File: config.mk
export PLATFORM = sky130hd
export DESIGN_NAME = taus88_random_generator_unit
export DESIGN_NICKNAME = d
export VERILOG_FILES = /design/src/rtl/core/t88rg_pkg.sv /design/src/rtl/core/taus88_random_generator_unit.sv /design/src/rtl/core/t88rg_lcg_unit.sv /design/src/rtl/core/t88rg_step.sv
export SDC_FILE = /design/constraint.sdc
export NUM_CORES = 1
export LEC_CHECK = 0
export BUFFER_PORTS_ARGS = -buffer_cell sky130_fd_sc_hd__buf_2
export CAP_MARGIN = 20
export CORE_ASPECT_RATIO = 0.7
export CORE_MARGIN = 2
export CORE_UTILIZATION = 57
export DETAILED_ROUTE_END_ITERATION = 7
export PLACE_DENSITY = 0.79
export SYNTH_ARGS = -nofsm -noshare
export SYNTH_HDL_FRONTEND = slang
export SYNTH_SLANG_ARGS = --single-unit
File: constraint.sdc
create_clock -name clk -period 6.6 [get_ports clk]
set_clock_uncertainty 0.2 [all_clocks]
set_input_delay 1.65 -clock clk [delete_from_list [all_inputs] [get_ports clk]]
set_output_delay 1.65 -clock clk [all_outputs]
set_load 0.02 [all_outputs]
File: src/rtl/core/t88rg_pkg.sv
// t88rg_pkg: shared types, codes and constants for the taus88 generator.
// No dependencies; imported by every module of the block.
`timescale 1ns / 1ps

package t88rg_pkg;

  localparam int unsigned WordW = 32;
  localparam int unsigned KindW = 3;
  localparam int unsigned FracW = 23;
  localparam int unsigned LcgRounds = 3;

  localparam logic [WordW-1:0] LCG_MUL   = 32'd214013;
  localparam logic [WordW-1:0] LCG_ADD   = 32'd2531011;
  localparam logic [WordW-1:0] MIN_ONE   = 32'h0010_0000;
  localparam logic [WordW-1:0] MIN_TWO   = 32'h0000_1000;
  localparam logic [WordW-1:0] MIN_THREE = 32'h0000_0010;

  typedef enum logic [KindW-1:0] {
    KIND_DRAW     = 3'd0,
    KIND_PEEK     = 3'd1,
    KIND_ROLLBACK = 3'd2,
    KIND_SEED     = 3'd3,
    KIND_LOAD     = 3'd4
  } kind_t;

  typedef enum logic {
    ST_IDLE,
    ST_SEED
  } state_t;

  typedef struct packed {
    logic             start;
    logic [WordW-1:0] seed;
  } lcg_ctl_t;

  typedef struct packed {
    logic             busy;
    logic             done;
    logic [WordW-1:0] result;
  } lcg_sts_t;

  function automatic logic [WordW-1:0] lcg_next(input logic [WordW-1:0] x);
    logic [WordW-1:0] prod;
    prod = x * LCG_MUL;
    return prod + LCG_ADD;
  endfunction

  // LCG of seed zero, three rounds: state after reset
  localparam logic [WordW-1:0] RESET_X = lcg_next(lcg_next(lcg_next('0)));

endpackage

File: src/rtl/core/taus88_random_generator_unit.sv
// taus88_random_generator_unit: taus88 generator with saved state and rollback.
// Depends on t88rg_pkg, t88rg_step and t88rg_lcg_unit.
//
// channel  direction  handshake             payload
// in       input      in_valid / in_ready   in_kind, in_seed_value, in_seed_one..three
// out      output     out_valid / out_ready out_value, out_fraction
//
// Draw, peek, rollback and raw load: one item per cycle while in_ready is high.
// Seed from value: three LCG rounds in the iterative LCG unit t88rg_lcg_unit.
// Reset leaves the state as seeded with zero, with no warm-up.
// A result sits in an output register; the next item is taken while it drains.
// in_ready is low while seeding and while a result is stalled.
`timescale 1ns / 1ps

module taus88_random_generator_unit
  import t88rg_pkg::*;
(
  input  logic             clk,
  input  logic             rst_n,
  input  logic             in_valid,
  output logic             in_ready,
  input  logic [KindW-1:0] in_kind,
  input  logic [WordW-1:0] in_seed_value,
  input  logic [WordW-1:0] in_seed_one,
  input  logic [WordW-1:0] in_seed_two,
  input  logic [WordW-1:0] in_seed_three,
  output logic             out_valid,
  input  logic             out_ready,
  output logic [WordW-1:0] out_value,
  output logic [FracW-1:0] out_fraction
);

  state_t           state_r, state_nxt;
  logic [WordW-1:0] comp_one_r, comp_two_r, comp_three_r;
  logic [WordW-1:0] saved_one_r, saved_two_r, saved_three_r;
  logic             out_valid_r;
  logic [WordW-1:0] out_value_r;

  logic [WordW-1:0] src_one, src_two, src_three;
  logic [WordW-1:0] n_one, n_two, n_three, word;
  logic             in_fire;
  kind_t            kind;
  lcg_ctl_t         lcg_ctl;
  lcg_sts_t         lcg_sts;

  assign kind     = kind_t'(in_kind);
  assign in_ready = (state_r == ST_IDLE) && (!out_valid_r || out_ready);
  assign in_fire  = in_valid && in_ready;

  // peek steps the saved copy, everything else the live one
  assign src_one   = (kind == KIND_PEEK) ? saved_one_r : comp_one_r;
  assign src_two   = (kind == KIND_PEEK) ? saved_two_r : comp_two_r;
  assign src_three = (kind == KIND_PEEK) ? saved_three_r : comp_three_r;

  t88rg_step u_step (
    .s_one   (src_one),
    .s_two   (src_two),
    .s_three (src_three),
    .n_one   (n_one),
    .n_two   (n_two),
    .n_three (n_three),
    .word    (word)
  );

  t88rg_lcg_unit u_lcg (
    .clk   (clk),
    .rst_n (rst_n),
    .ctl   (lcg_ctl),
    .sts   (lcg_sts)
  );

  always_comb begin
    state_nxt     = state_r;
    lcg_ctl.start = 1'b0;
    lcg_ctl.seed  = in_seed_value;
    unique case (state_r)
      ST_IDLE: begin
        if (in_fire && kind == KIND_SEED) begin
          lcg_ctl.start = 1'b1;
          state_nxt     = ST_SEED;
        end
      end
      ST_SEED: begin
        if (lcg_sts.done) begin
          state_nxt = ST_IDLE;
        end
      end
      default: state_nxt = ST_IDLE;
    endcase
  end

  always_ff @(posedge clk) begin
    if (!rst_n) begin
      state_r       <= ST_IDLE;
      out_valid_r   <= 1'b0;
      comp_one_r    <= RESET_X | MIN_ONE;
      comp_two_r    <= RESET_X | MIN_TWO;
      comp_three_r  <= RESET_X | MIN_THREE;
      saved_one_r   <= RESET_X | MIN_ONE;
      saved_two_r   <= RESET_X | MIN_TWO;
      saved_three_r <= RESET_X | MIN_THREE;
    end else begin
      state_r <= state_nxt;
      if (in_fire && (kind == KIND_DRAW || kind == KIND_PEEK)) begin
        out_valid_r <= 1'b1;
      end else if (out_valid_r && out_ready) begin
        out_valid_r <= 1'b0;
      end
      if (state_r == ST_SEED && lcg_sts.done) begin
        comp_one_r    <= lcg_sts.result | MIN_ONE;
        comp_two_r    <= lcg_sts.result | MIN_TWO;
        comp_three_r  <= lcg_sts.result | MIN_THREE;
        saved_one_r   <= lcg_sts.result | MIN_ONE;
        saved_two_r   <= lcg_sts.result | MIN_TWO;
        saved_three_r <= lcg_sts.result | MIN_THREE;
      end
      if (in_fire) begin
        unique case (kind)
          KIND_DRAW: begin
            saved_one_r   <= comp_one_r;
            saved_two_r   <= comp_two_r;
            saved_three_r <= comp_three_r;
            comp_one_r    <= n_one;
            comp_two_r    <= n_two;
            comp_three_r  <= n_three;
            out_value_r   <= word;
          end
          KIND_PEEK: begin
            out_value_r <= word;
          end
          KIND_ROLLBACK: begin
            comp_one_r   <= saved_one_r;
            comp_two_r   <= saved_two_r;
            comp_three_r <= saved_three_r;
          end
          KIND_LOAD: begin
            comp_one_r    <= in_seed_one;
            comp_two_r    <= in_seed_two;
            comp_three_r  <= in_seed_three;
            saved_one_r   <= in_seed_one;
            saved_two_r   <= in_seed_two;
            saved_three_r <= in_seed_three;
          end
          default: ;
        endcase
      end
    end
  end

  assign out_valid    = out_valid_r;
  assign out_value    = out_value_r;
  assign out_fraction = out_value_r[FracW-1:0];

  a_no_accept_while_seeding: assert property (@(posedge clk) disable iff (!rst_n)
    state_r == ST_SEED |-> !in_ready)
    else $error("item accepted during seeding");

  a_lcg_busy_in_seed: assert property (@(posedge clk) disable iff (!rst_n)
    (lcg_sts.busy || lcg_sts.done) |-> state_r == ST_SEED)
    else $error("lcg unit active outside seeding");

  a_result_from_draw: assert property (@(posedge clk) disable iff (!rst_n)
    $rose(out_valid_r) |-> $past(in_fire && (kind == KIND_DRAW || kind == KIND_PEEK)))
    else $error("result without draw or peek");

  a_rollback_restores: assert property (@(posedge clk) disable iff (!rst_n)
    (in_fire && kind == KIND_ROLLBACK) |=>
      (comp_one_r == saved_one_r && comp_two_r == saved_two_r &&
       comp_three_r == saved_three_r))
    else $error("rollback did not restore saved state");

endmodule

File: src/rtl/core/t88rg_lcg_unit.sv
// t88rg_lcg_unit: iterative LCG x*214013+2531011, one round per cycle.
// Depends on t88rg_pkg.
`timescale 1ns / 1ps

module t88rg_lcg_unit
  import t88rg_pkg::*;
(
  input  logic     clk,
  input  logic     rst_n,
  input  lcg_ctl_t ctl,
  output lcg_sts_t sts
);

  localparam int unsigned CntW = $clog2(LcgRounds + 1);

  logic [WordW-1:0] x_r, x_nxt;
  logic [CntW-1:0]  cnt_r, cnt_nxt;
  logic             busy_r, busy_nxt;
  logic             done_r, done_nxt;
  logic [WordW-1:0] prod;

  assign prod = x_r * LCG_MUL;

  always_comb begin
    x_nxt    = x_r;
    cnt_nxt  = cnt_r;
    busy_nxt = busy_r;
    done_nxt = 1'b0;
    if (ctl.start) begin
      x_nxt    = ctl.seed;
      cnt_nxt  = CntW'(LcgRounds);
      busy_nxt = 1'b1;
    end else if (busy_r) begin
      x_nxt    = prod + LCG_ADD;
      cnt_nxt  = cnt_r - 1'b1;
      busy_nxt = (cnt_r != CntW'(1));
      done_nxt = (cnt_r == CntW'(1));
    end
  end

  always_ff @(posedge clk) begin
    if (!rst_n) begin
      cnt_r  <= '0;
      busy_r <= 1'b0;
      done_r <= 1'b0;
    end else begin
      cnt_r  <= cnt_nxt;
      busy_r <= busy_nxt;
      done_r <= done_nxt;
    end
    x_r <= x_nxt;
  end

  assign sts.busy   = busy_r;
  assign sts.done   = done_r;
  assign sts.result = x_r;

endmodule

File: src/rtl/core/t88rg_step.sv
// t88rg_step: one taus88 step of all three components and their XOR.
// Depends on t88rg_pkg.
`timescale 1ns / 1ps

module t88rg_step
  import t88rg_pkg::*;
(
  input  logic [WordW-1:0] s_one,
  input  logic [WordW-1:0] s_two,
  input  logic [WordW-1:0] s_three,
  output logic [WordW-1:0] n_one,
  output logic [WordW-1:0] n_two,
  output logic [WordW-1:0] n_three,
  output logic [WordW-1:0] word
);

  logic [WordW-1:0] fb_one, fb_two, fb_three;

  assign fb_one   = ((s_one << 13) ^ s_one) >> 19;
  assign fb_two   = ((s_two << 2) ^ s_two) >> 25;
  assign fb_three = ((s_three << 3) ^ s_three) >> 11;

  assign n_one   = ((s_one & 32'hFFFF_FFFE) << 12) ^ fb_one;
  assign n_two   = ((s_two & 32'hFFFF_FFF8) << 4) ^ fb_two;
  assign n_three = ((s_three & 32'hFFFF_FFF0) << 17) ^ fb_three;
  assign word    = n_one ^ n_two ^ n_three;

endmodule

==> results of run 1 <==
-- logic make-up (layout without fill, tap and decap cells) --
group | count (synthesis) | after routing | share of synthesized area
AOI/OAI and AO/OA | 675 | 675 | 0.196
xor gates and xnor gates | 237 | 237 | 0.0943
adders and majority gates | 325 | 325 | 0.245
buffers and inverters | 527 | 637 | 0.0953
DFF | 246 | 246 | 0.253
muxes | 94 | 94 | 0.0428
other | 0 | 1 | 0
and+or+nand+nor | 365 | 365 | 0.0740
-- placed cells by master, fill, tap and decap left out, types with 13 or more instances in the layout --
| cell type | count |
|---|---|
| sky130_fd_sc_hd__inv_1 | 344 |
| sky130_fd_sc_hd__a21oi_1 | 218 |
| sky130_fd_sc_hd__dfxtp_1 | 182 |
| sky130_fd_sc_hd__buf_2 | 180 |
| sky130_fd_sc_hd__fa_1 | 177 |
| sky130_fd_sc_hd__xnor2_1 | 148 |
| sky130_fd_sc_hd__ha_1 | 143 |
| sky130_fd_sc_hd__nor2_1 | 131 |
| sky130_fd_sc_hd__nand2_1 | 129 |
| sky130_fd_sc_hd__o21ai_0 | 125 |
| sky130_fd_sc_hd__mux2i_1 | 92 |
| sky130_fd_sc_hd__xor2_1 | 89 |
| sky130_fd_sc_hd__o221ai_1 | 69 |
| sky130_fd_sc_hd__a22oi_1 | 66 |
| sky130_fd_sc_hd__edfxtp_1 | 64 |
| sky130_fd_sc_hd__buf_4 | 61 |
| sky130_fd_sc_hd__a211oi_1 | 58 |
| sky130_fd_sc_hd__nor2b_1 | 46 |
| sky130_fd_sc_hd__o22ai_1 | 36 |
| sky130_fd_sc_hd__a221oi_1 | 29 |
| sky130_fd_sc_hd__clkbuf_16 | 28 |
| sky130_fd_sc_hd__and3_1 | 15 |
| sky130_fd_sc_hd__a21o_1 | 14 |
| sky130_fd_sc_hd__o21ai_1 | 13 |
-- timing repair --
item | CTS | global route
endpoints found under the setup margin | 1 | 7
gates resized for setup | 0 | 12
hold buffers | 0 | 0
pin swaps | 0 | 4
buffers inserted | 1 | 4
-- state kept, by name (all words and copies together) (netlist names) --
register,count
state_r,1
out_value,32
saved_one_r,31
u_lcg.cnt_r,2
comp_three_r,28
u_lcg.done_r,1
saved_two_r,29
out_valid,1
u_lcg.x_r,32
u_lcg.busy_r,1
comp_two_r,29
comp_one_r,31
saved_three_r,28
-- metrics by stage --
step	cells	setup TNS, ns	utilization	hold slack, ns
floorplan	2469	0	-	0.271
global placement	3019	0	0.607	0.300
detailed placement	3019	0	0.607	0.309
CTS	3069	0	0.630	0.316
global route	3076	-0.0478	0.632	0.350
finish	3076	0	0.632	0.313
-- worst max path at each step --
stage | startpoint | endpoint | depth (start not counted) | slack (ns)
6_report | u_lcg.x_r[6]$_DFFE_PP_ | u_lcg.x_r[30]$_DFFE_PP_ | 20 | 0.23
3_3_place_gp | u_lcg.x_r[5]$_DFFE_PP_ | u_lcg.x_r[31]$_DFFE_PP_ | 20 | 0.13
3_5_place_dp | u_lcg.x_r[5]$_DFFE_PP_ | u_lcg.x_r[31]$_DFFE_PP_ | 20 | 0.03
2_1_floorplan | u_lcg.x_r[4]$_DFFE_PP_ | u_lcg.x_r[30]$_DFFE_PP_ | 20 | 0.63
5_1_grt | u_lcg.x_r[5]$_DFFE_PP_ | u_lcg.x_r[31]$_DFFE_PP_ | 21 | -0.03
4_1_cts | u_lcg.x_r[6]$_DFFE_PP_ | u_lcg.x_r[31]$_DFFE_PP_ | 20 | 0.01
-- tightest hold or removal path: cells and delay by family, from the launching register on --
family | cells | cell delay (ns)
flops | 1 | 0.35
simple gates | 2 | 0.13
-- final cells by class --
cell class	count	share of cell area
inverters	344	0.0533
clock inverters	8	0.00305
clock buffers	41	0.0326
flip-flops and latches	246	0.230
well taps	496	0.0256
multi-input cells	1696	0.598
diodes	1	0.000103
repair buffers	244	0.0576
-- metal layers --
metal	vias up	global-route usage	part of all wire
met1	9556	0.514	0.40
li1	8570	-	-
met4	6	0.140	0.043
met3	260	0.178	0.16
met5	-	0.0206	0.0033
met2	1340	0.511	0.40
==> impl_results.rst, run 1 <==
.. list-table::
   :header-rows: 1

   * - Metric
     - Value
   * - Commonest register cell after synthesis
     - sky130_fd_sc_hd__dfxtp_1
   * - DRC marker count from the first detailed-route iteration
     - roughly 2,500
   * - Share of layout cells above drive strength 1
     - 0.125
   * - Cell occurring most often along the worst timing path
     - sky130_fd_sc_hd__fa_1
   * - End of the worst register-to-register path
     - u_lcg.x_r[30]$_DFFE_PP_
   * - Number of rows in the core area
     - 60
   * - Yosys top cell area share
     - 0.165
   * - Post-synth top area cell
     - sky130_fd_sc_hd__dfxtp_1
   * - Critical path type
     - register to register
   * - Via-per-instance ratio
     - 6.41
   * - Max Fanout on Critical Path
     - 6
   * - Final max-slew violation count
     - 0
   * - Fmax
     - 0.157 GHz
   * - Number of DRC violations after detailed routing
     - 0
   * - Half-perimeter wire length of the detailed placement result
     - around 57,000 microns
   * - Starting density of the core
     - 0.575
   * - Rel. slew slack
     - 0.192
   * - Post-layout min period
     - between 6 and 7 ns
   * - Aggregate global-route resource usage
     - 0.376
   * - Total number of H-tree levels
     - 1
   * - Data arrival time of the critical path
     - approximately 6.5 ns
   * - Worst setup slack after placement
     - approximately 0.025 ns
   * - Buffer levels on the longest clock path
     - 3
   * - Hold path start
     - u_lcg.busy_r$_SDFF_PN0_
   * - Worst R2R Path Depth
     - 20
   * - Number of enable-type register cells in the synthesized netlist
     - between 60 and 70
   * - Biggest area contributors in the synthesized netlist
     - sky130_fd_sc_hd__dfxtp_1 (17%), sky130_fd_sc_hd__fa_1 (16%), sky130_fd_sc_hd__edfxtp_1 (8.7%)
   * - Buffer cell driving the clock tree root
     - sky130_fd_sc_hd__clkbuf_16
   * - Netlist Area Pre-Place
     - around 22,000 sq um
   * - Yosys cell types
     - 62
   * - Total grt overflow
     - 0
   * - Synth-to-layout area growth
     - 9.97%
   * - Max capacitance violation total
     - 0
   * - Number of hold violations in the final report
     - 0
   * - Final net count
     - ~3,000
   * - Kind of start point of the critical path
     - register
   * - TritonCTS clock tree
     - yes
   * - Maximum number of pins on one net before global-route repair
     - 84
   * - Dominant delay contributor by cell family on the critical path
     - adder cells
   * - Vias in the first global route
     - approximately 19,000
   * - WHS Endpoint
     - u_lcg.done_r$_SDFF_PP0_
   * - Count of buffers from port buffering
     - ~180
   * - Core Footprint
     - around 38,000 sq um
   * - Synthesized instance count
     - between 2,000 and 2,500
   * - DRT Pass-1 Iters
     - 7
   * - Synthesized area divided by synthesized cell count
     - 8.92 sq um
   * - Slowest stage cell, crit path
     - sky130_fd_sc_hd__edfxtp_1
   * - #FFs+latches synth
     - 246
   * - Crit-path cells
     - inv_1, fa_1, fa_1, fa_1, inv_1, fa_1, fa_1, inv_1, fa_1, inv_1, ha_2, nand4_2, nor2_4, o311ai_4, a31oi_4, nor2_2, o31a_1, o41ai_2, xnor2_1, o21ai_1
   * - Area occupied by multi-input gates
     - 14,500 sq um
   * - Nets in the synthesized netlist
     - ~2,900
   * - Cell count of the worst hold path
     - 2
   * - Total via count in the routed design
     - between 15,000 and 20,000
   * - Total die area
     - roughly 40,000 sq um
   * - TritonCTS sink count
     - approximately 250
   * - Final cell area excluding filler cells
     - 24,200 sq um
   * - GPL Wtd Cong
     - 1.01
   * - Register Area
     - ~5600 sq um
   * - Worst Setup End Kind
     - register
   * - Antenna violations before repair
     - 2
   * - Startpoint of the most critical register-to-register path
     - u_lcg.x_r[6]$_DFFE_PP_
   * - Register-to-register setup slack
     - between 0.2 and 0.25 ns
   * - X dimension of the die
     - 239 microns
   * - Slack of the critical path
     - 0.230 ns
   * - Count of pins on the block boundary
     - about 190
   * - Clock slew at reported path FFs
     - 0.07 ns
   * - Commonest cells in the synthesized netlist
     - sky130_fd_sc_hd__inv_1 (344), sky130_fd_sc_hd__a21oi_1 (220), sky130_fd_sc_hd__dfxtp_1 (182)
   * - Total number of yosys warnings
     - 0
   * - Final period util
     - 0.965
   * - Worst path bufs/invs
     - 4
   * - TritonCTS Buffers
     - 27
   * - Highest cell delay on the worst timing path
     - 0.56 ns
   * - Detailed Route WL
     - 76,400 microns
   * - Worst-margin pin slew
     - roughly 1.2 ns
   * - Dpl cell area
     - approximately 23,000 sq um
   * - Clk Latency, worst-skew pair
     - just under 0.6 ns
   * - Required time of the critical path
     - ~6.7 ns
   * - Vertical die dimension
     - 168 microns
   * - WL/cell
     - between 20 and 25 microns
   * - Status
     - finished clean
   * - Fill cell instance count of the final layout
     - roughly 3,100
   * - Final setup violation count
     - 0
   * - Sequential area share after synthesis
     - 0.253
   * - Tightest Hold Check Type
     - register to register
   * - Most frequent cell after synthesis
     - sky130_fd_sc_hd__inv_1
   * - Wire length of the first global-routing pass
     - around 110,000 microns
   * - Remaining antenna violation count after routing
     - 0
   * - Share of async-settable or async-resettable flops after synthesis
     - 0
Power of run 1 is not shown: default switching activity piles up to over one toggle a cycle in this logic, so the estimate is an artifact.
==> run 2, diff against run 1 <==
--- a/config.mk
+++ b/config.mk
@@ -5,9 +5,10 @@
 export SDC_FILE = /design/constraint.sdc
 export NUM_CORES = 1
 export LEC_CHECK = 0
+export ABC_AREA = 1
 export BUFFER_PORTS_ARGS = -buffer_cell sky130_fd_sc_hd__buf_2
 export CAP_MARGIN = 20
-export CORE_ASPECT_RATIO = 0.7
+export CORE_ASPECT_RATIO = 0.5
 export CORE_MARGIN = 2
 export CORE_UTILIZATION = 57
 export DETAILED_ROUTE_END_ITERATION = 7
==> impl_results.rst, run 2 <==
.. list-table::
   :header-rows: 1

   * - Metric
     - Value
   * - Sum of negative setup slack
     - 0 ns
   * - #FFs+latches synth
     - around 250
   * - Crit-path cells
     - fa_1, inv_1, fa_1, fa_1, inv_1, fa_1, fa_1, inv_1, fa_1, inv_1, ha_1, inv_1, o21bai_1, a21boi_0, nand3_1, nand2_1, nand2_1, inv_1, nand2_1, nand3_1, nand2_1
   * - TritonCTS sink count
     - between 200 and 250
   * - Synthesized area divided by synthesized cell count
     - 7.60 sq um
   * - Vertical die dimension
     - approximately 140 microns
   * - Synthesized instance count
     - between 2,000 and 3,000
   * - Final net count
     - ~3,500
   * - Number of instances resized during post-cts repair
     - 0
   * - Most frequent cell after synthesis
     - sky130_fd_sc_hd__inv_1
   * - Number of enable-type register cells in the synthesized netlist
     - 64
   * - Share of synthesized cell area in full adder, half adder and majority cells
     - 0.241
   * - WHS Endpoint
     - comp_three_r[14]$_SDFF_PN1_
   * - Number of setup buffers added after CTS
     - 0
   * - Hold path start
     - comp_three_r[14]$_SDFF_PN1_
   * - Critical path type
     - register to register
   * - Highest-utilization routing layer at the global route stage
     - met2
   * - X dimension of the die
     - 284 microns
   * - Max capacitance violation total
     - 0
   * - DRT Pass-1 Iters
     - 8
   * - Slowest stage cell, crit path
     - sky130_fd_sc_hd__edfxtp_1
   * - DRC marker count from the first detailed-route iteration
     - approximately 3,100
   * - Rel. slew slack
     - 0.209
   * - Dominant combinational cell family by area after synthesis
     - adder cells
   * - Post-synth top area cell
     - sky130_fd_sc_hd__dfxtp_1
   * - Final core area utilization
     - 0.626
   * - Aggregate global-route resource usage
     - 0.350
   * - End of the worst register-to-register path
     - u_lcg.x_r[31]$_DFFE_PP_
   * - Fraction of the mapped netlist area in compound gates
     - 0.177
   * - Yosys cell types
     - 44
   * - Half-perimeter wire length of the detailed placement result
     - roughly 53,000 microns
   * - Dominant delay contributor by cell family on the critical path
     - adder cells
   * - Kind of start point of the critical path
     - register
   * - Remaining antenna violation count after routing
     - 0
   * - Clock slew at reported path FFs
     - around 0.07 ns
   * - Post-synthesis mux area share
     - 0
   * - Total via count in the routed design
     - approximately 21,000
   * - Fraction of the mapped netlist area in simple logic gates
     - 0.143
   * - Violated checks
     - DRC
   * - Synth-to-layout area growth
     - 8.67%
   * - Yosys top cell area share
     - 0.163
   * - Total number of yosys warnings
     - 0
   * - Worst setup slack after placement
     - between 0.5 and 0.6 ns
   * - Fraction of met1 tracks used by global routing
     - 0.472
   * - Worst-margin pin slew
     - between 1 and 1.5 ns
   * - Startpoint of the most critical register-to-register path
     - u_lcg.x_r[7]$_DFFE_PP_
   * - Worst Setup End Kind
     - register
   * - Fmax
     - about 0.16 GHz
   * - Number of DRC violations after detailed routing
     - 1
   * - Share of layout cells above drive strength 1
     - 0.0939
   * - Via-per-instance ratio
     - 5.88
   * - Worst path bufs/invs
     - 6
   * - Final period util
     - 0.929
   * - Max Fanout on Critical Path
     - 7
   * - Status
     - finished with violations
   * - Buffer cell driving the clock tree root
     - sky130_fd_sc_hd__clkbuf_16
   * - Detailed Route WL
     - 71,700 microns
   * - Highest cell delay on the worst timing path
     - between 0.6 and 0.7 ns
   * - Worst R2R Path Depth
     - 21
   * - Register-to-register setup slack
     - ~0.47 ns
   * - Maximum number of pins on one net before global-route repair
     - 94
   * - Commonest register cell after synthesis
     - sky130_fd_sc_hd__dfxtp_1
   * - Slack of the critical path
     - about 0.47 ns
   * - Final max-slew violation count
     - 0
   * - Wire length of the first global-routing pass
     - about 110,000 microns
   * - Global-route met2 utilization
     - 0.550
   * - Share of async-settable or async-resettable flops after synthesis
     - 0
   * - Count of pins on the block boundary
     - between 150 and 200
   * - WL/cell
     - 20.1 microns
   * - Required time of the critical path
     - between 6 and 7 ns
   * - Netlist Area Pre-Place
     - 22,400 sq um
   * - Core Footprint
     - a little under 40,000 sq um
   * - Cell count of the worst hold path
     - 2
   * - Post-layout min period
     - approximately 6.1 ns
   * - Sequential area share after synthesis
     - 0.249
   * - Final setup violation count
     - 0
   * - Count of buffers from port buffering
     - ~180
   * - Post-synthesis share of cell area spent on xor and xnor gates
     - 0.0529
   * - GPL Wtd Cong
     - 1.01
   * - Buffer levels on the longest clock path
     - 3
   * - Dpl cell area
     - about 23,000 sq um
   * - Most frequent cells in the layout
     - sky130_fd_sc_hd__inv_1 (616), sky130_fd_sc_hd__nand2_1 (571), sky130_fd_sc_hd__o21ai_0 (266)
   * - Tightest Hold Check Type
     - register to register
   * - Biggest area contributors in the synthesized netlist
     - sky130_fd_sc_hd__dfxtp_1 (16%), sky130_fd_sc_hd__fa_1 (16%), sky130_fd_sc_hd__inv_1 (10%)
   * - Vias in the first global route
     - between 15,000 and 20,000
   * - Total number of H-tree levels
     - 1
   * - Leading cell type in the layout, fill and taps excluded
     - sky130_fd_sc_hd__inv_1
   * - Total die area
     - 40,900 sq um
   * - Number of antenna diodes
     - 0
   * - Data arrival time of the critical path
     - 6.26 ns
   * - Final cell area excluding filler cells
     - between 20,000 and 25,000 sq um
   * - Hold buffer count at CTS
     - 0
   * - Nets in the synthesized netlist
     - about 3,400
   * - Starting density of the core
     - 0.576
   * - Setup repair after global routing missed its margin
     - false
   * - TritonCTS clock tree
     - yes
   * - Total grt overflow
     - 0
   * - Number of hold violations in the final report
     - 0
   * - Number of rows in the core area
     - between 50 and 60
   * - Antenna violations before repair
     - 2
   * - Met3 layer usage reported by global route
     - 0.0644
   * - Clk Latency, worst-skew pair
     - roughly 0.58 ns
   * - Commonest cells in the synthesized netlist
     - sky130_fd_sc_hd__inv_1 (618), sky130_fd_sc_hd__nand2_1 (574), sky130_fd_sc_hd__o21ai_0 (266)
   * - TritonCTS Buffers
     - 25
[run 2: changes by cell type after synthesis, sizes merged, moves of 50 or more]
cell / delta
a21oi: -86
a221o: +50
a22oi: -67
inv: +279
mux2i: -92
nand2: +445
nand3: +65
o21ai: +165
xnor2: -62
[run 2: logic make-up after synthesis]
group | after synthesis
AO/OA/AOI/OAI | 658
adder cells (fa/ha/maj) | 324
buffers and inverters | 778
flip-flops | 246
XOR/XNOR | 135
AND/OR/NAND/NOR | 802
[run 2: through the flow]
stage | cells | hold slack [ns]
after CTS | 3575 | 0.275
final | 3575 | 0.280
after floorplan | 2943 | 0.242
after global routing | 3575 | 0.302
after global placement | 3529 | 0.255
after detailed placement | 3529 | 0.256
[run 2: final cells by class]
type | instances | area (sq um)
fillers | 3422 | 14500
clock inverters | 19 | 175
well taps | 530 | 663
repair buffers | 211 | 1150
clock buffers | 27 | 643
multi-input cells | 1919 | 13800
flip-flops and latches | 246 | 5570
inverters | 623 | 2340
[run 2: how the worst max path moves through the flow]
stage,cells past startpoint,startpoint,to,slack (ns)
2_1_floorplan,20,u_lcg.x_r[4]$_DFFE_PP_,u_lcg.x_r[19]$_DFFE_PP_,1.15
3_3_place_gp,22,u_lcg.x_r[10]$_DFFE_PP_,u_lcg.x_r[31]$_DFFE_PP_,0.63
3_5_place_dp,21,u_lcg.x_r[5]$_DFFE_PP_,u_lcg.x_r[31]$_DFFE_PP_,0.56
4_1_cts,21,u_lcg.x_r[12]$_DFFE_PP_,u_lcg.x_r[31]$_DFFE_PP_,0.52
5_1_grt,22,u_lcg.x_r[10]$_DFFE_PP_,u_lcg.x_r[31]$_DFFE_PP_,0.15
6_report,21,u_lcg.x_r[7]$_DFFE_PP_,u_lcg.x_r[31]$_DFFE_PP_,0.47
[run 2: metal layers]
| layer | vias to the layer above | share of wire |
|---|---|---|
| li1 | 9576 | - |
| met1 | 9769 | 0.39 |
| met2 | 1417 | 0.43 |
| met3 | 245 | 0.12 |
| met4 | 2 | 0.053 |
| met5 | - | 0.000098 |
[run 2: worst reg2reg max path: stages (launching register included)]
cell	delay, ns
sky130_fd_sc_hd__edfxtp_1	0.61
sky130_fd_sc_hd__fa_1	0.46
sky130_fd_sc_hd__inv_1	0.15
sky130_fd_sc_hd__fa_1	0.46
sky130_fd_sc_hd__fa_1	0.51
sky130_fd_sc_hd__inv_1	0.05
sky130_fd_sc_hd__fa_1	0.50
sky130_fd_sc_hd__fa_1	0.56
sky130_fd_sc_hd__inv_1	0.05
sky130_fd_sc_hd__fa_1	0.49
sky130_fd_sc_hd__inv_1	0.05
sky130_fd_sc_hd__ha_1	0.33
sky130_fd_sc_hd__inv_1	0.09
sky130_fd_sc_hd__o21bai_1	0.11
sky130_fd_sc_hd__a21boi_0	0.39
sky130_fd_sc_hd__nand3_1	0.27
sky130_fd_sc_hd__nand2_1	0.13
sky130_fd_sc_hd__nand2_1	0.17
sky130_fd_sc_hd__inv_1	0.09
sky130_fd_sc_hd__nand2_1	0.06
sky130_fd_sc_hd__nand3_1	0.08
sky130_fd_sc_hd__nand2_1	0.07
Power of run 2 is left out for the same reason.
